<file path="config.mk">
export PLATFORM = sky130hd
export DESIGN_NAME = barometer_compensation
export DESIGN_NICKNAME = d
export VERILOG_FILES = /design/src/sv/baro_pkg.sv /design/src/sv/barometer_compensation.sv
export SDC_FILE = /design/constraint.sdc
export NUM_CORES = 2
export LEC_CHECK = 0
export BUFFER_PORTS_ARGS = -buffer_cell sky130_fd_sc_hd__clkbuf_2
export CAP_MARGIN = 20
export CORE_UTILIZATION = 50
export CTS_CLUSTER_DIAMETER = 80
export DETAILED_ROUTE_END_ITERATION = 8
export PLACE_DENSITY = 0.66
export SKIP_LAST_GASP = 1
export SLEW_MARGIN = 5
export SYNTH_ARGS = -nofsm -noshare
export SYNTH_HDL_FRONTEND = slang
export SYNTH_SLANG_ARGS = --single-unit
</file>
<file path="constraint.sdc">
create_clock -name aclk -period 12.1 [get_ports aclk]
set_input_delay 0.605 -clock aclk [delete_from_list [all_inputs] [get_ports aclk]]
set_output_delay 0.605 -clock aclk [all_outputs]
set_load 0.02 [all_outputs]
</file>
<file path="src/sv/baro_pkg.sv">
// ----------------------------------------------------------------------------
// baro_pkg: shared types and constants for barometer compensation
// Payload structs, register indexes, sequencer states and fixed scaling.
// ----------------------------------------------------------------------------
package baro_pkg;

    localparam int RAW_W     = 24;   // raw conversion width
    localparam int COEF_W    = 16;   // calibration word width
    localparam int OUT_W     = 32;   // compensated result width
    localparam int CFG_IDX_W = 3;    // register index width
    localparam int DT_W      = 26;   // temperature difference
    localparam int TEMP_W    = 20;   // first-order temperature
    localparam int T2_W      = 20;   // second-order temperature term
    localparam int CORR_W    = 40;   // offset / sensitivity corrections
    localparam int MUL_W     = 26;   // shared multiplier operand width
    localparam int PROD_W    = 2 * MUL_W;
    localparam int OFFS_W    = 42;   // pressure offset
    localparam int SENS_W    = 41;   // pressure sensitivity
    localparam int ACC_W     = 64;   // raw * sensitivity accumulator
    localparam int DIFF_W    = 44;   // scaled product minus offset

    localparam int TEMP_BASE     = 2000;
    localparam int TEMP_VLOW     = -1500;
    localparam int REF_SHIFT     = 8;
    localparam int GAIN_SHIFT    = 23;
    localparam int GAIN_RND      = (1 << GAIN_SHIFT) - 1;
    localparam int T2_SHIFT      = 31;
    localparam int OFF_SHIFT     = 16;
    localparam int SENS_SHIFT    = 15;
    localparam int OFF_TC_SHIFT  = 7;
    localparam int SENS_TC_SHIFT = 8;
    localparam int SPLIT         = 20;  // sensitivity split for the wide product
    localparam int P_SHIFT1      = 21;
    localparam int P_SHIFT2      = 15;

    typedef enum logic [CFG_IDX_W-1:0] {
        CFG_SENS      = 3'd0,
        CFG_OFF       = 3'd1,
        CFG_SENS_TC   = 3'd2,
        CFG_OFF_TC    = 3'd3,
        CFG_REF_TEMP  = 3'd4,
        CFG_TEMP_GAIN = 3'd5
    } cfg_idx_t;

    typedef enum logic {
        KIND_TEMP = 1'b0,
        KIND_PRES = 1'b1
    } kind_t;

    typedef struct packed {
        logic              func;
        logic [RAW_W-1:0]  raw_sample;
    } baro_in_t;

    typedef struct packed {
        logic                     value_kind;
        logic signed [OUT_W-1:0]  compensated_value;
    } baro_out_t;

    typedef enum logic [3:0] {
        ST_IDLE,
        ST_T_DELTA,
        ST_T_MGAIN,
        ST_T_MSQ,
        ST_T_MTT,
        ST_T_MUU,
        ST_T_DONE,
        ST_P_MOFF,
        ST_P_MSENS,
        ST_P_SENS,
        ST_P_MHI,
        ST_P_MLO,
        ST_P_ACC,
        ST_P_DONE
    } state_t;

    typedef enum logic [3:0] {
        OP_NONE,
        OP_DT_GAIN,
        OP_DT_DT,
        OP_T_T,
        OP_U_U,
        OP_OFFTC_DT,
        OP_SENSTC_DT,
        OP_HI_RAW,
        OP_LO_RAW
    } op_sel_t;

endpackage

</file>
<file path="src/sv/barometer_compensation.sv">
// ----------------------------------------------------------------------------
// barometer_compensation: second-order barometer compensation
// Turns raw temperature and pressure conversions into calibrated values.
// ----------------------------------------------------------------------------
// Feed raw 24-bit conversions on s_data, tagged by func as temperature (0) or
// pressure (1); each beat gives exactly one result beat on m_data, in order.
// A temperature beat returns temperature in 0.01 degC and latches the
// temperature difference plus the second-order offset and sensitivity
// corrections, which every following pressure beat uses (all zero after
// reset). Pressure comes back in 0.01 mbar. Results are 32-bit two's
// complement and wrap on overflow. Load the six calibration words through
// cfg_wr_en / cfg_index / cfg_wdata while the block is idle; indexes 6 and 7
// are ignored. Datapath: one 26x26 signed multiplier, registered, is shared by
// every product under a small sequencer, and one beat is handled at a time. Each
// beat holds s_ready low from acceptance until its result is loaded, a pressure
// beat through more steps than a temperature beat (the wide raw*sensitivity
// product takes two passes through the multiplier), and longer while the full
// result register waits on m_ready. The result register lets a new beat be
// accepted while the previous result is still pending.
module barometer_compensation
    import baro_pkg::*;
(
    input  logic                  aclk,
    input  logic                  aresetn,
    // input samples
    input  logic                  s_valid,
    output logic                  s_ready,
    input  baro_in_t              s_data,
    // compensated results
    output logic                  m_valid,
    input  logic                  m_ready,
    output baro_out_t             m_data,
    // calibration registers
    input  logic                  cfg_wr_en,
    input  logic [CFG_IDX_W-1:0]  cfg_index,
    input  logic [COEF_W-1:0]     cfg_wdata
);

    // ------------------------------------------------------------------
    // Registers
    // ------------------------------------------------------------------
    state_t                      state_reg,     state_next;

    logic [COEF_W-1:0]           sens_coef_reg,      sens_coef_next;
    logic [COEF_W-1:0]           off_coef_reg,       off_coef_next;
    logic [COEF_W-1:0]           sens_tc_coef_reg,   sens_tc_coef_next;
    logic [COEF_W-1:0]           off_tc_coef_reg,    off_tc_coef_next;
    logic [COEF_W-1:0]           ref_temp_coef_reg,  ref_temp_coef_next;
    logic [COEF_W-1:0]           temp_gain_coef_reg, temp_gain_coef_next;

    // state kept between beats
    logic signed [DT_W-1:0]      temp_delta_reg, temp_delta_next;
    logic [CORR_W-1:0]           off_corr_reg,   off_corr_next;
    logic [CORR_W-1:0]           sens_corr_reg,  sens_corr_next;

    // working registers for the beat in flight
    logic                        kind_reg,  kind_next;
    logic [RAW_W-1:0]            raw_reg,   raw_next;
    logic signed [PROD_W-1:0]    prod_reg,  prod_next;
    logic signed [TEMP_W-1:0]    temp_reg,  temp_next;
    logic [T2_W-1:0]             t2_reg,    t2_next;
    logic [CORR_W-1:0]           sq5_reg,   sq5_next;
    logic [OFFS_W-1:0]           off_reg,   off_next;
    logic [SENS_W-1:0]           sens_reg,  sens_next;
    logic signed [ACC_W-1:0]     acc_reg,   acc_next;

    // result register
    logic                        m_valid_reg, m_valid_next;
    baro_out_t                   m_data_reg,  m_data_next;

    // ------------------------------------------------------------------
    // Control
    // ------------------------------------------------------------------
    op_sel_t                     mul_op;
    logic                        in_accept;
    logic                        out_load;
    logic                        out_free;

    assign in_accept = s_valid && s_ready;
    assign out_free  = !m_valid_reg || m_ready;

    // Next state
    always_comb begin
        state_next = state_reg;
        unique case (state_reg)
            ST_IDLE: begin
                if (in_accept) begin
                    if (s_data.func == KIND_TEMP) begin
                        state_next = ST_T_DELTA;
                    end else begin
                        state_next = ST_P_MOFF;
                    end
                end
            end
            ST_T_DELTA: state_next = ST_T_MGAIN;
            ST_T_MGAIN: state_next = ST_T_MSQ;
            ST_T_MSQ:   state_next = ST_T_MTT;
            ST_T_MTT:   state_next = ST_T_MUU;
            ST_T_MUU:   state_next = ST_T_DONE;
            ST_T_DONE: begin
                if (out_free) begin
                    state_next = ST_IDLE;
                end
            end
            ST_P_MOFF:  state_next = ST_P_MSENS;
            ST_P_MSENS: state_next = ST_P_SENS;
            ST_P_SENS:  state_next = ST_P_MHI;
            ST_P_MHI:   state_next = ST_P_MLO;
            ST_P_MLO:   state_next = ST_P_ACC;
            ST_P_ACC:   state_next = ST_P_DONE;
            ST_P_DONE: begin
                if (out_free) begin
                    state_next = ST_IDLE;
                end
            end
            default:    state_next = ST_IDLE;
        endcase
    end

    // Outputs of the sequencer: multiplier operand select, ready, result load
    always_comb begin
        mul_op   = OP_NONE;
        s_ready  = 1'b0;
        out_load = 1'b0;
        unique case (state_reg)
            ST_IDLE:    s_ready  = 1'b1;
            ST_T_MGAIN: mul_op   = OP_DT_GAIN;
            ST_T_MSQ:   mul_op   = OP_DT_DT;
            ST_T_MTT:   mul_op   = OP_T_T;
            ST_T_MUU:   mul_op   = OP_U_U;
            ST_T_DONE:  out_load = out_free;
            ST_P_MOFF:  mul_op   = OP_OFFTC_DT;
            ST_P_MSENS: mul_op   = OP_SENSTC_DT;
            ST_P_MHI:   mul_op   = OP_HI_RAW;
            ST_P_MLO:   mul_op   = OP_LO_RAW;
            ST_P_DONE:  out_load = out_free;
            default:    mul_op   = OP_NONE;
        endcase
    end

    // ------------------------------------------------------------------
    // Shared multiplier
    // ------------------------------------------------------------------
    logic signed [MUL_W-1:0]   mul_a;
    logic signed [MUL_W-1:0]   mul_b;
    logic signed [TEMP_W-1:0]  t_val;   // TEMP - 2000
    logic signed [TEMP_W-1:0]  u_val;   // TEMP + 1500
    logic signed [MUL_W-1:0]   raw_op;

    assign t_val  = temp_reg - TEMP_W'(TEMP_BASE);
    assign u_val  = temp_reg - TEMP_W'(TEMP_VLOW);
    assign raw_op = {{(MUL_W-RAW_W){1'b0}}, raw_reg};

    always_comb begin
        mul_a = '0;
        mul_b = '0;
        unique case (mul_op)
            OP_DT_GAIN: begin
                mul_a = temp_delta_reg;
                mul_b = {{(MUL_W-COEF_W){1'b0}}, temp_gain_coef_reg};
            end
            OP_DT_DT: begin
                mul_a = temp_delta_reg;
                mul_b = temp_delta_reg;
            end
            OP_T_T: begin
                mul_a = {{(MUL_W-TEMP_W){t_val[TEMP_W-1]}}, t_val};
                mul_b = {{(MUL_W-TEMP_W){t_val[TEMP_W-1]}}, t_val};
            end
            OP_U_U: begin
                mul_a = {{(MUL_W-TEMP_W){u_val[TEMP_W-1]}}, u_val};
                mul_b = {{(MUL_W-TEMP_W){u_val[TEMP_W-1]}}, u_val};
            end
            OP_OFFTC_DT: begin
                mul_a = {{(MUL_W-COEF_W){1'b0}}, off_tc_coef_reg};
                mul_b = temp_delta_reg;
            end
            OP_SENSTC_DT: begin
                mul_a = {{(MUL_W-COEF_W){1'b0}}, sens_tc_coef_reg};
                mul_b = temp_delta_reg;
            end
            OP_HI_RAW: begin
                // signed upper part of the sensitivity
                mul_a = {{(MUL_W-(SENS_W-SPLIT)){sens_reg[SENS_W-1]}},
                         sens_reg[SENS_W-1:SPLIT]};
                mul_b = raw_op;
            end
            OP_LO_RAW: begin
                mul_a = {{(MUL_W-SPLIT){1'b0}}, sens_reg[SPLIT-1:0]};
                mul_b = raw_op;
            end
            default: begin
                mul_a = '0;
                mul_b = '0;
            end
        endcase
    end

    // product only moves when an operand pair is issued
    always_comb begin
        prod_next = prod_reg;
        if (mul_op != OP_NONE) begin
            prod_next = mul_a * mul_b;
        end
    end

    // ------------------------------------------------------------------
    // Datapath terms
    // ------------------------------------------------------------------
    logic signed [DT_W-1:0]    dt_calc;
    logic signed [PROD_W-1:0]  gain_round;
    logic signed [PROD_W-1:0]  gain_quot;
    logic signed [PROD_W-1:0]  prod_sh_off;
    logic signed [PROD_W-1:0]  prod_sh_sens;
    logic signed [ACC_W-1:0]   prod_ext;
    logic [CORR_W-1:0]         prod_lo;
    logic                      temp_low;
    logic                      temp_vlow;
    logic [CORR_W-1:0]         off2;
    logic [CORR_W-1:0]         sens2;
    logic [OUT_W-1:0]          temp_out;
    logic signed [ACC_W-1:0]   acc_sh;
    logic [DIFF_W-1:0]         p_diff;
    logic [OUT_W-1:0]          pres_out;

    // dT = raw - ref * 2^8
    assign dt_calc = $signed({{(DT_W-RAW_W){1'b0}}, raw_reg})
                   - $signed({{(DT_W-COEF_W-REF_SHIFT){1'b0}}, ref_temp_coef_reg,
                              {REF_SHIFT{1'b0}}});

    // dT * gain / 2^23, truncating toward zero
    assign gain_round = prod_reg + (prod_reg[PROD_W-1] ? PROD_W'(GAIN_RND) : PROD_W'(0));
    assign gain_quot  = gain_round >>> GAIN_SHIFT;

    assign prod_sh_off  = prod_reg >>> OFF_TC_SHIFT;
    assign prod_sh_sens = prod_reg >>> SENS_TC_SHIFT;
    assign prod_ext     = {{(ACC_W-PROD_W){prod_reg[PROD_W-1]}}, prod_reg};
    assign prod_lo      = prod_reg[CORR_W-1:0];   // squares are non-negative

    assign temp_low  = temp_reg < TEMP_W'(TEMP_BASE);
    assign temp_vlow = temp_reg < TEMP_W'(TEMP_VLOW);

    // prod_lo holds u*u in the last temperature step; very-low implies low
    assign off2  = (temp_low  ? (sq5_reg >> 1) : '0)
                 + (temp_vlow ? ((prod_lo << 3) - prod_lo) : '0);
    assign sens2 = (temp_low  ? (sq5_reg >> 2) : '0)
                 + (temp_vlow ? (((prod_lo << 3) + (prod_lo << 1) + prod_lo) >> 1) : '0);

    assign temp_out = {{(OUT_W-TEMP_W){temp_reg[TEMP_W-1]}}, temp_reg}
                    - {{(OUT_W-T2_W){1'b0}}, t2_reg};

    // P = ((raw*SENS >> 21) - OFF) >> 15
    assign acc_sh   = acc_reg >>> P_SHIFT1;
    assign p_diff   = acc_sh[DIFF_W-1:0]
                    - {{(DIFF_W-OFFS_W){off_reg[OFFS_W-1]}}, off_reg};
    assign pres_out = {{(OUT_W-(DIFF_W-P_SHIFT2)){p_diff[DIFF_W-1]}},
                       p_diff[DIFF_W-1:P_SHIFT2]};

    always_comb begin
        kind_next       = kind_reg;
        raw_next        = raw_reg;
        temp_delta_next = temp_delta_reg;
        off_corr_next   = off_corr_reg;
        sens_corr_next  = sens_corr_reg;
        temp_next       = temp_reg;
        t2_next         = t2_reg;
        sq5_next        = sq5_reg;
        off_next        = off_reg;
        sens_next       = sens_reg;
        acc_next        = acc_reg;
        unique case (state_reg)
            ST_IDLE: begin
                if (in_accept) begin
                    kind_next = s_data.func;
                    raw_next  = s_data.raw_sample;
                end
            end
            ST_T_DELTA: temp_delta_next = dt_calc;
            ST_T_MSQ:   temp_next = gain_quot[TEMP_W-1:0] + TEMP_W'(TEMP_BASE);
            // T2 applies only below 20.00 degC
            ST_T_MTT:   t2_next   = temp_low ? prod_reg[T2_SHIFT+T2_W-1:T2_SHIFT] : '0;
            ST_T_MUU:   sq5_next  = (prod_lo << 2) + prod_lo;
            ST_T_DONE: begin
                if (out_load) begin
                    off_corr_next  = off2;
                    sens_corr_next = sens2;
                end
            end
            ST_P_MSENS: begin
                off_next = {{(OFFS_W-COEF_W-OFF_SHIFT){1'b0}}, off_coef_reg,
                            {OFF_SHIFT{1'b0}}}
                         + prod_sh_off[OFFS_W-1:0]
                         - {{(OFFS_W-CORR_W){off_corr_reg[CORR_W-1]}}, off_corr_reg};
            end
            ST_P_SENS: begin
                sens_next = {{(SENS_W-COEF_W-SENS_SHIFT){1'b0}}, sens_coef_reg,
                             {SENS_SHIFT{1'b0}}}
                          + prod_sh_sens[SENS_W-1:0]
                          - {{(SENS_W-CORR_W){sens_corr_reg[CORR_W-1]}}, sens_corr_reg};
            end
            ST_P_MLO:   acc_next = prod_ext <<< SPLIT;
            ST_P_ACC:   acc_next = acc_reg + prod_ext;
            default:    acc_next = acc_reg;
        endcase
    end

    // ------------------------------------------------------------------
    // Result register
    // ------------------------------------------------------------------
    always_comb begin
        m_valid_next = m_valid_reg;
        m_data_next  = m_data_reg;
        if (out_load) begin
            m_valid_next                 = 1'b1;
            m_data_next.value_kind       = kind_reg;
            m_data_next.compensated_value = (state_reg == ST_T_DONE) ? temp_out : pres_out;
        end else if (m_ready) begin
            m_valid_next = 1'b0;
        end
    end

    assign m_valid = m_valid_reg;
    assign m_data  = m_data_reg;

    // ------------------------------------------------------------------
    // Calibration registers
    // ------------------------------------------------------------------
    always_comb begin
        sens_coef_next      = sens_coef_reg;
        off_coef_next       = off_coef_reg;
        sens_tc_coef_next   = sens_tc_coef_reg;
        off_tc_coef_next    = off_tc_coef_reg;
        ref_temp_coef_next  = ref_temp_coef_reg;
        temp_gain_coef_next = temp_gain_coef_reg;
        if (cfg_wr_en) begin
            unique case (cfg_index)
                CFG_SENS:      sens_coef_next      = cfg_wdata;
                CFG_OFF:       off_coef_next       = cfg_wdata;
                CFG_SENS_TC:   sens_tc_coef_next   = cfg_wdata;
                CFG_OFF_TC:    off_tc_coef_next    = cfg_wdata;
                CFG_REF_TEMP:  ref_temp_coef_next  = cfg_wdata;
                CFG_TEMP_GAIN: temp_gain_coef_next = cfg_wdata;
                default:       sens_coef_next      = sens_coef_reg;  // unmapped index
            endcase
        end
    end

    // ------------------------------------------------------------------
    // Flops
    // ------------------------------------------------------------------
    always_ff @(posedge aclk) begin
        if (!aresetn) begin
            state_reg          <= ST_IDLE;
            m_valid_reg        <= 1'b0;
            sens_coef_reg      <= '0;
            off_coef_reg       <= '0;
            sens_tc_coef_reg   <= '0;
            off_tc_coef_reg    <= '0;
            ref_temp_coef_reg  <= '0;
            temp_gain_coef_reg <= '0;
            temp_delta_reg     <= '0;
            off_corr_reg       <= '0;
            sens_corr_reg      <= '0;
        end else begin
            state_reg          <= state_next;
            m_valid_reg        <= m_valid_next;
            sens_coef_reg      <= sens_coef_next;
            off_coef_reg       <= off_coef_next;
            sens_tc_coef_reg   <= sens_tc_coef_next;
            off_tc_coef_reg    <= off_tc_coef_next;
            ref_temp_coef_reg  <= ref_temp_coef_next;
            temp_gain_coef_reg <= temp_gain_coef_next;
            temp_delta_reg     <= temp_delta_next;
            off_corr_reg       <= off_corr_next;
            sens_corr_reg      <= sens_corr_next;
        end
    end

    // payload, no reset
    always_ff @(posedge aclk) begin
        kind_reg   <= kind_next;
        raw_reg    <= raw_next;
        prod_reg   <= prod_next;
        temp_reg   <= temp_next;
        t2_reg     <= t2_next;
        sq5_reg    <= sq5_next;
        off_reg    <= off_next;
        sens_reg   <= sens_next;
        acc_reg    <= acc_next;
        m_data_reg <= m_data_next;
    end

endmodule

</file>
After elaboration in Yosys (flattened, before gate mapping)
Index checks and enable logic that the tools add are counted.

Flip-flop bits (word level): 544. Latch bits: 0. Memory bits (writable): 0. Bits in read-only memories: 0. Bits of input ports: 49. Output and inout port bits: 35. Word-level logic and storage cells: 110. Memories kept: 0.

Add/sub/neg operators: 18. Multiply operators: 1. Div/mod/pow operators: 0. Order comparisons: 2. Eq/ne operators: 28. Shifts and indexed selects: 0. Mux-type cells: 18. Bitwise operators: 0. Reduce and logical (&&, ||, !) cells: 21.

Operators by type and width (number): $pmux W26 S7 (1); $pmux W26 S5 (1); $pmux W64 S2 (1); $add A40 B40 Y40 (3); $mux W39 (2); $add A64 B52 Y64 (1); $mul A26 B26 Y52 (1); $pmux W4 S13 (1); $sub A43 B42 Y44 (1); $add A43 B24 Y43 (1); $add A32 B42 Y42 (1); $sub A42 B42 Y42 (1); $add A31 B41 Y41 (1); $sub A41 B41 Y41 (1); $add A38 B39 Y40 (1); $add A39 B40 Y40 (1); $lt A20 B12 Y1 const B (2); $mux W40 (1); $sub A20 B12 Y20 const B (2); $sub A40 B40 Y40 (1); $mux W38 (1); $eq A4 B3 Y1 const B (8); $mux W32 (1); $pmux W4 S8 (1); other kinds (25) (52).

Longest topological paths before layout
Depth after elaboration: 6. Depth in mapped cells: 37. Mapped depth without buffers: 35.

Worst setup path before layout
No wires, ideal clock.

Path type: reg-to-reg. From: register state_reg[3]. To: register prod_reg[51] (data pin). Library setup time: 0.265 ns. Data arrival time: 9.097 ns. Data required time: 11.835 ns. Setup slack: 2.738 ns. Stages on the path, launching flop included: 33. Buffers on the path: 3. Clock period less this slack: 9.362 ns. Path through: dfxtp_1 > buf_2 > nand2_1 > nor3_1 > clkbuf_1 > nand2_1 > nand2_1 > a221oi_1 > nand2_1 > clkbuf_1 > nand2_1 > fa_1 > inv_1 > fa_1 > inv_1 > fa_1 > fa_1 > inv_1 > fa_1 > fa_1 > inv_1 > fa_1 > inv_1 > ha_1 > nand4_1 > nor2_1 > nor4b_1 > o21ai_0 > o31ai_2 > a31oi_1 > o21ai_0 > a41o_1 > a22oi_1.

Word-level cells in the longest chain between the ends: 6. Elaborated cells on any way between the ends: 23. Those cells by class: mul: 1; eq/ne: 16; mux: 3; reduce/logical: 3.

Ends and longest elaborated chain: from (decl) (RTL line barometer_compensation.sv:42) `state_t state_reg, state_next;`; from (signal assigned) (RTL line barometer_compensation.sv:365) `state_reg <= state_next;`; $eq A4 B4 Y1, or another cell as far along (RTL line barometer_compensation.sv:125) `unique case (state_reg)`; $pmux W4 S8 (*) (RTL line barometer_compensation.sv:125); $eq A4 B3 Y1, or another cell as far along (RTL line barometer_compensation.sv:157) `unique case (mul_op)`; $reduce_or A3 Y1 (no source line) or $reduce_or A2 Y1 (tied branches); $pmux W26 S5 or $pmux W26 S7 (tied branches) (RTL line barometer_compensation.sv:157); $mul A26 B26 Y52 (*) (RTL line barometer_compensation.sv:203) `prod_next = mul_a * mul_b;`; to (signal assigned) (RTL line barometer_compensation.sv:383) `prod_reg <= prod_next;`; to (decl) (RTL line barometer_compensation.sv:59) `logic signed [PROD_W-1:0] prod_reg, prod_next;`.

Every way passes the cells marked *; elsewhere a longest branch is shown, timed or not. A chain may end at the register's enable or synchronous reset.

Worst setup path after layout
From: register state_reg[2]. To: register prod_reg[51] (data pin).

Same word-level chain as after synthesis.

==> summary.md <==
The placeable core region came out at 0.135 sq mm. Class of the tightest hold or removal check: in -> reg. Row generation in the floorplan step produced 135 rows. The area overhead of the layout relative to synthesis is 7.24%.

The number of instances resized during post-cts repair was 0. Based on the critical path, the design can be clocked at up to 90.5 MHz. The tools report the cell at the root of the clock tree as sky130_fd_sc_hd__clkbuf_16.

The library cell used most frequently in the layout, excluding fill and tap cells, is sky130_fd_sc_hd__inv_1. The H-tree level count was 3. On the critical path, the stage with the largest delay is an instance of sky130_fd_sc_hd__dfxtp_1. The type of the worst setup path was reg -> reg.

In the layout the commonest cells are sky130_fd_sc_hd__inv_1, sky130_fd_sc_hd__nand2_1, sky130_fd_sc_hd__fa_1, sky130_fd_sc_hd__ha_1, sky130_fd_sc_hd__nor2_1. The die covers 0.138 sq mm. Number of DRC markers after the initial detailed-route iteration: 5452. The setup-violating endpoint count in the final report is 0, and the number of sinks handled by clock tree synthesis is 539. The initial antenna violation count was 8; the number of DRC violations after detailed routing was 0. The slew of the pin with the lowest slew margin is 1.30 ns. The run gives 0 as the number of hold-slack violations in the final timing report. Setup repair after global routing left no endpoint under its margin. The tools report the synthesis warning total as 0.

The flow ran to the end, and the final reports show no timing, DRC or antenna violations. The clock slew seen by the registers of the worst setup and hold paths works out to 0.06 ns. For the number of global-route vias before repair, the log shows 57200.

The net count of the finished layout is 9283. The die width is 371 um, and the cell count after synthesis is 7825. In this design, the critical path's most frequently occurring cell is sky130_fd_sc_hd__fa_1. Summed over all nets, the half-perimeter wirelength after detailed placement is 186000 um. The final period utilization came out at 0.913. The most used flip-flop cell after synthesis is sky130_fd_sc_hd__edfxtp_1. For this block, the routed nets add up to 237000 um of wire.

Entering global routing, the biggest net connects 106 pins. The number of buffers between clock root and the deepest sink came out at 3. TritonCTS built the clock tree. The nature of the critical path startpoint was a flop. A synthesized cell averages 8.71 sq um. The cell area that synthesis handed to floorplanning was 0.0681 sq mm. The worst hold path cell count is 1. For the number of CTS-inserted buffers, the log shows 67. Number of vias per cell: 6.01.

The biggest area contributor in the post-synthesis netlist is sky130_fd_sc_hd__fa_1. The first global-routing pass estimated 353000 um of wire. The maximum fanout along the worst path was 24; the data required time at the worst endpoint was 12.49 ns.

Between clock sinks in the finished design, the worst skew comes to 0.0353 ns. The global placer's final weighted congestion was 0.992; the fraction of layout instances using a drive strength above 1 was 0.0572. In this run the vertical extent of the chip is 371 um. Adding up every negative setup slack in the final design gives 0 ns.

During I/O placement, the number of pins put on the boundary was 84. The fraction of registers with async set/reset was 0; the number of cells on the worst reg-to-reg path was 31. The overflow left after global routing is 0, and the proportion of netlist area held by the largest area contributor is 0.227.

Hold repair after CTS inserted 0 buffers. The logs give 58100 for the detailed-route via count and 0 for the number of max-slew violations in the final report. Sorting the synthesized cells by area gives the leading types as sky130_fd_sc_hd__fa_1, sky130_fd_sc_hd__edfxtp_1, sky130_fd_sc_hd__ha_1. When the netlist entered floorplanning its net count stood at 9277. The global router's overall resource usage came out at 0.344.

The number of flops mapped to enable cells by yosys was 333. The number of buffers added on ports came out at 83. Dividing the detail-routed wire length by the instance count gives 24.5 um. The smallest clock period supported by the final layout is computed as 11.05 ns. STA classifies the critical path endpoint as a flop. The number of violations of the max-capacitance limit was 0. For the worst setup path, the data arrival time is 11.44 ns. Before antenna repair, the detailed router went through 8 iterations. The synthesis-stage register bit count is 539.

The setup fix buffers added after clock tree synthesis is 0, and the insertion delay to the later sink of the worst-skew pair is 0.67 ns. The netlist uses 109 different library cells. The sequential-to-total area share from yosys stat is 0.207, and the starting density of the core is 0.504.

The flip-flop count of the largest register, all copies and words added came out at 64. The worst stage delay on the critical path was 0.81 ns; the remaining antenna violation count after routing was 0. The remaining max-slew budget at the tightest pin is 0.133.
==> routing by layer <==
layer / global-route usage / up-vias / wire length, um
li1: - / 26200 / -
met1: 0.433 / 28500 / 92600
met2: 0.548 / 2646 / 107000
met3: 0.0692 / 747 / 21200
met4: 0.202 / 10 / 16200
met5: 0 / - / 53
==> worst max-delay path: cells and delay by family (launching register included) <==
kind | cells | cell delay [ns]
flops | 1 | 0.81
compound gates | 11 | 3.58
fa+ha+maj | 8 | 3.87
simple gates | 5 | 0.94
buf+inv | 7 | 1.54
==> per-stage QoR <==
| stage | util | hold slack (ns) | std cells | cell area, sq um | setup WS [ns] |
|---|---|---|---|---|---|
| 5_1_grt | 0.540 | 0.103 | 9666 | 73100 | 0.196 |
| 6_report | 0.540 | 0.116 | 9669 | 73100 | 1.05 |
| 3_5_place_dp | 0.522 | 0.447 | 9541 | 70700 | 1.27 |
| 4_1_cts | 0.540 | 0.0796 | 9664 | 73000 | 1.20 |
| 3_3_place_gp | 0.522 | 0.442 | 9540 | 70700 | 1.49 |
| 2_1_floorplan | - | 0.400 | 7825 | 68100 | 2.74 |
==> final timing paths <==
path	from	end	slack (ns)
setup / recovery	state_reg[2]$_SDFFE_PN0P_	prod_reg[51]$_DFFE_PP_	1.05
hold / removal	s_data[14]	raw_reg[14]$_DFFE_PP_	0.12
setup reg to reg	state_reg[2]$_SDFFE_PN0P_	prod_reg[51]$_DFFE_PP_	1.05
hold reg to reg	off_corr_reg[5]$_SDFFE_PN0P_	off_corr_reg[5]$_SDFFE_PN0P_	0.45
==> cell usage after synthesis (54+ instances only) <==
library cell / instances
sky130_fd_sc_hd__a31oi_1: 62
sky130_fd_sc_hd__xnor2_1: 242
sky130_fd_sc_hd__a211oi_1: 54
sky130_fd_sc_hd__nand2b_1: 59
sky130_fd_sc_hd__a21oi_1: 583
sky130_fd_sc_hd__nor2b_1: 123
sky130_fd_sc_hd__dfxtp_1: 206
sky130_fd_sc_hd__nand2_1: 1023
sky130_fd_sc_hd__o21ai_0: 274
sky130_fd_sc_hd__and3_1: 66
sky130_fd_sc_hd__xor2_1: 135
sky130_fd_sc_hd__edfxtp_1: 333
sky130_fd_sc_hd__a21o_1: 195
sky130_fd_sc_hd__nand4_1: 60
sky130_fd_sc_hd__clkbuf_1: 198
sky130_fd_sc_hd__fa_1: 771
sky130_fd_sc_hd__nor2_1: 594
sky130_fd_sc_hd__inv_1: 1176
sky130_fd_sc_hd__nand3_1: 122
sky130_fd_sc_hd__ha_1: 632
sky130_fd_sc_hd__nor3_1: 112
sky130_fd_sc_hd__o21a_1: 69
==> cell type report <==
class                   count  area [sq um]
clock buffers              91          1950
inverters                1178          4430
clock inverters            32           367
multi-input cells        5832         48500
repair buffers            213          1430
fillers                 12600         62200
flip-flops and latches    539         14100
well taps                1781          2230
diodes                      3          7.51
==> logic make-up (layout without fill, tap and decap cells) <==
kind of cell    count (synthesis)  in the layout  synth area share
buf+inv                      1454           1514            0.0823
simple gates                 2366           2366             0.156
fa+ha+maj                    1403           1403             0.343
mux                            16             16           0.00257
other cells                     0              3                 0
compound gates               1670           1670             0.160
flops                         539            539             0.207
xor+xnor                      377            377            0.0485
Power is not shown: default switching activity piles up to over one toggle a cycle in this logic, so the estimate is an artifact.
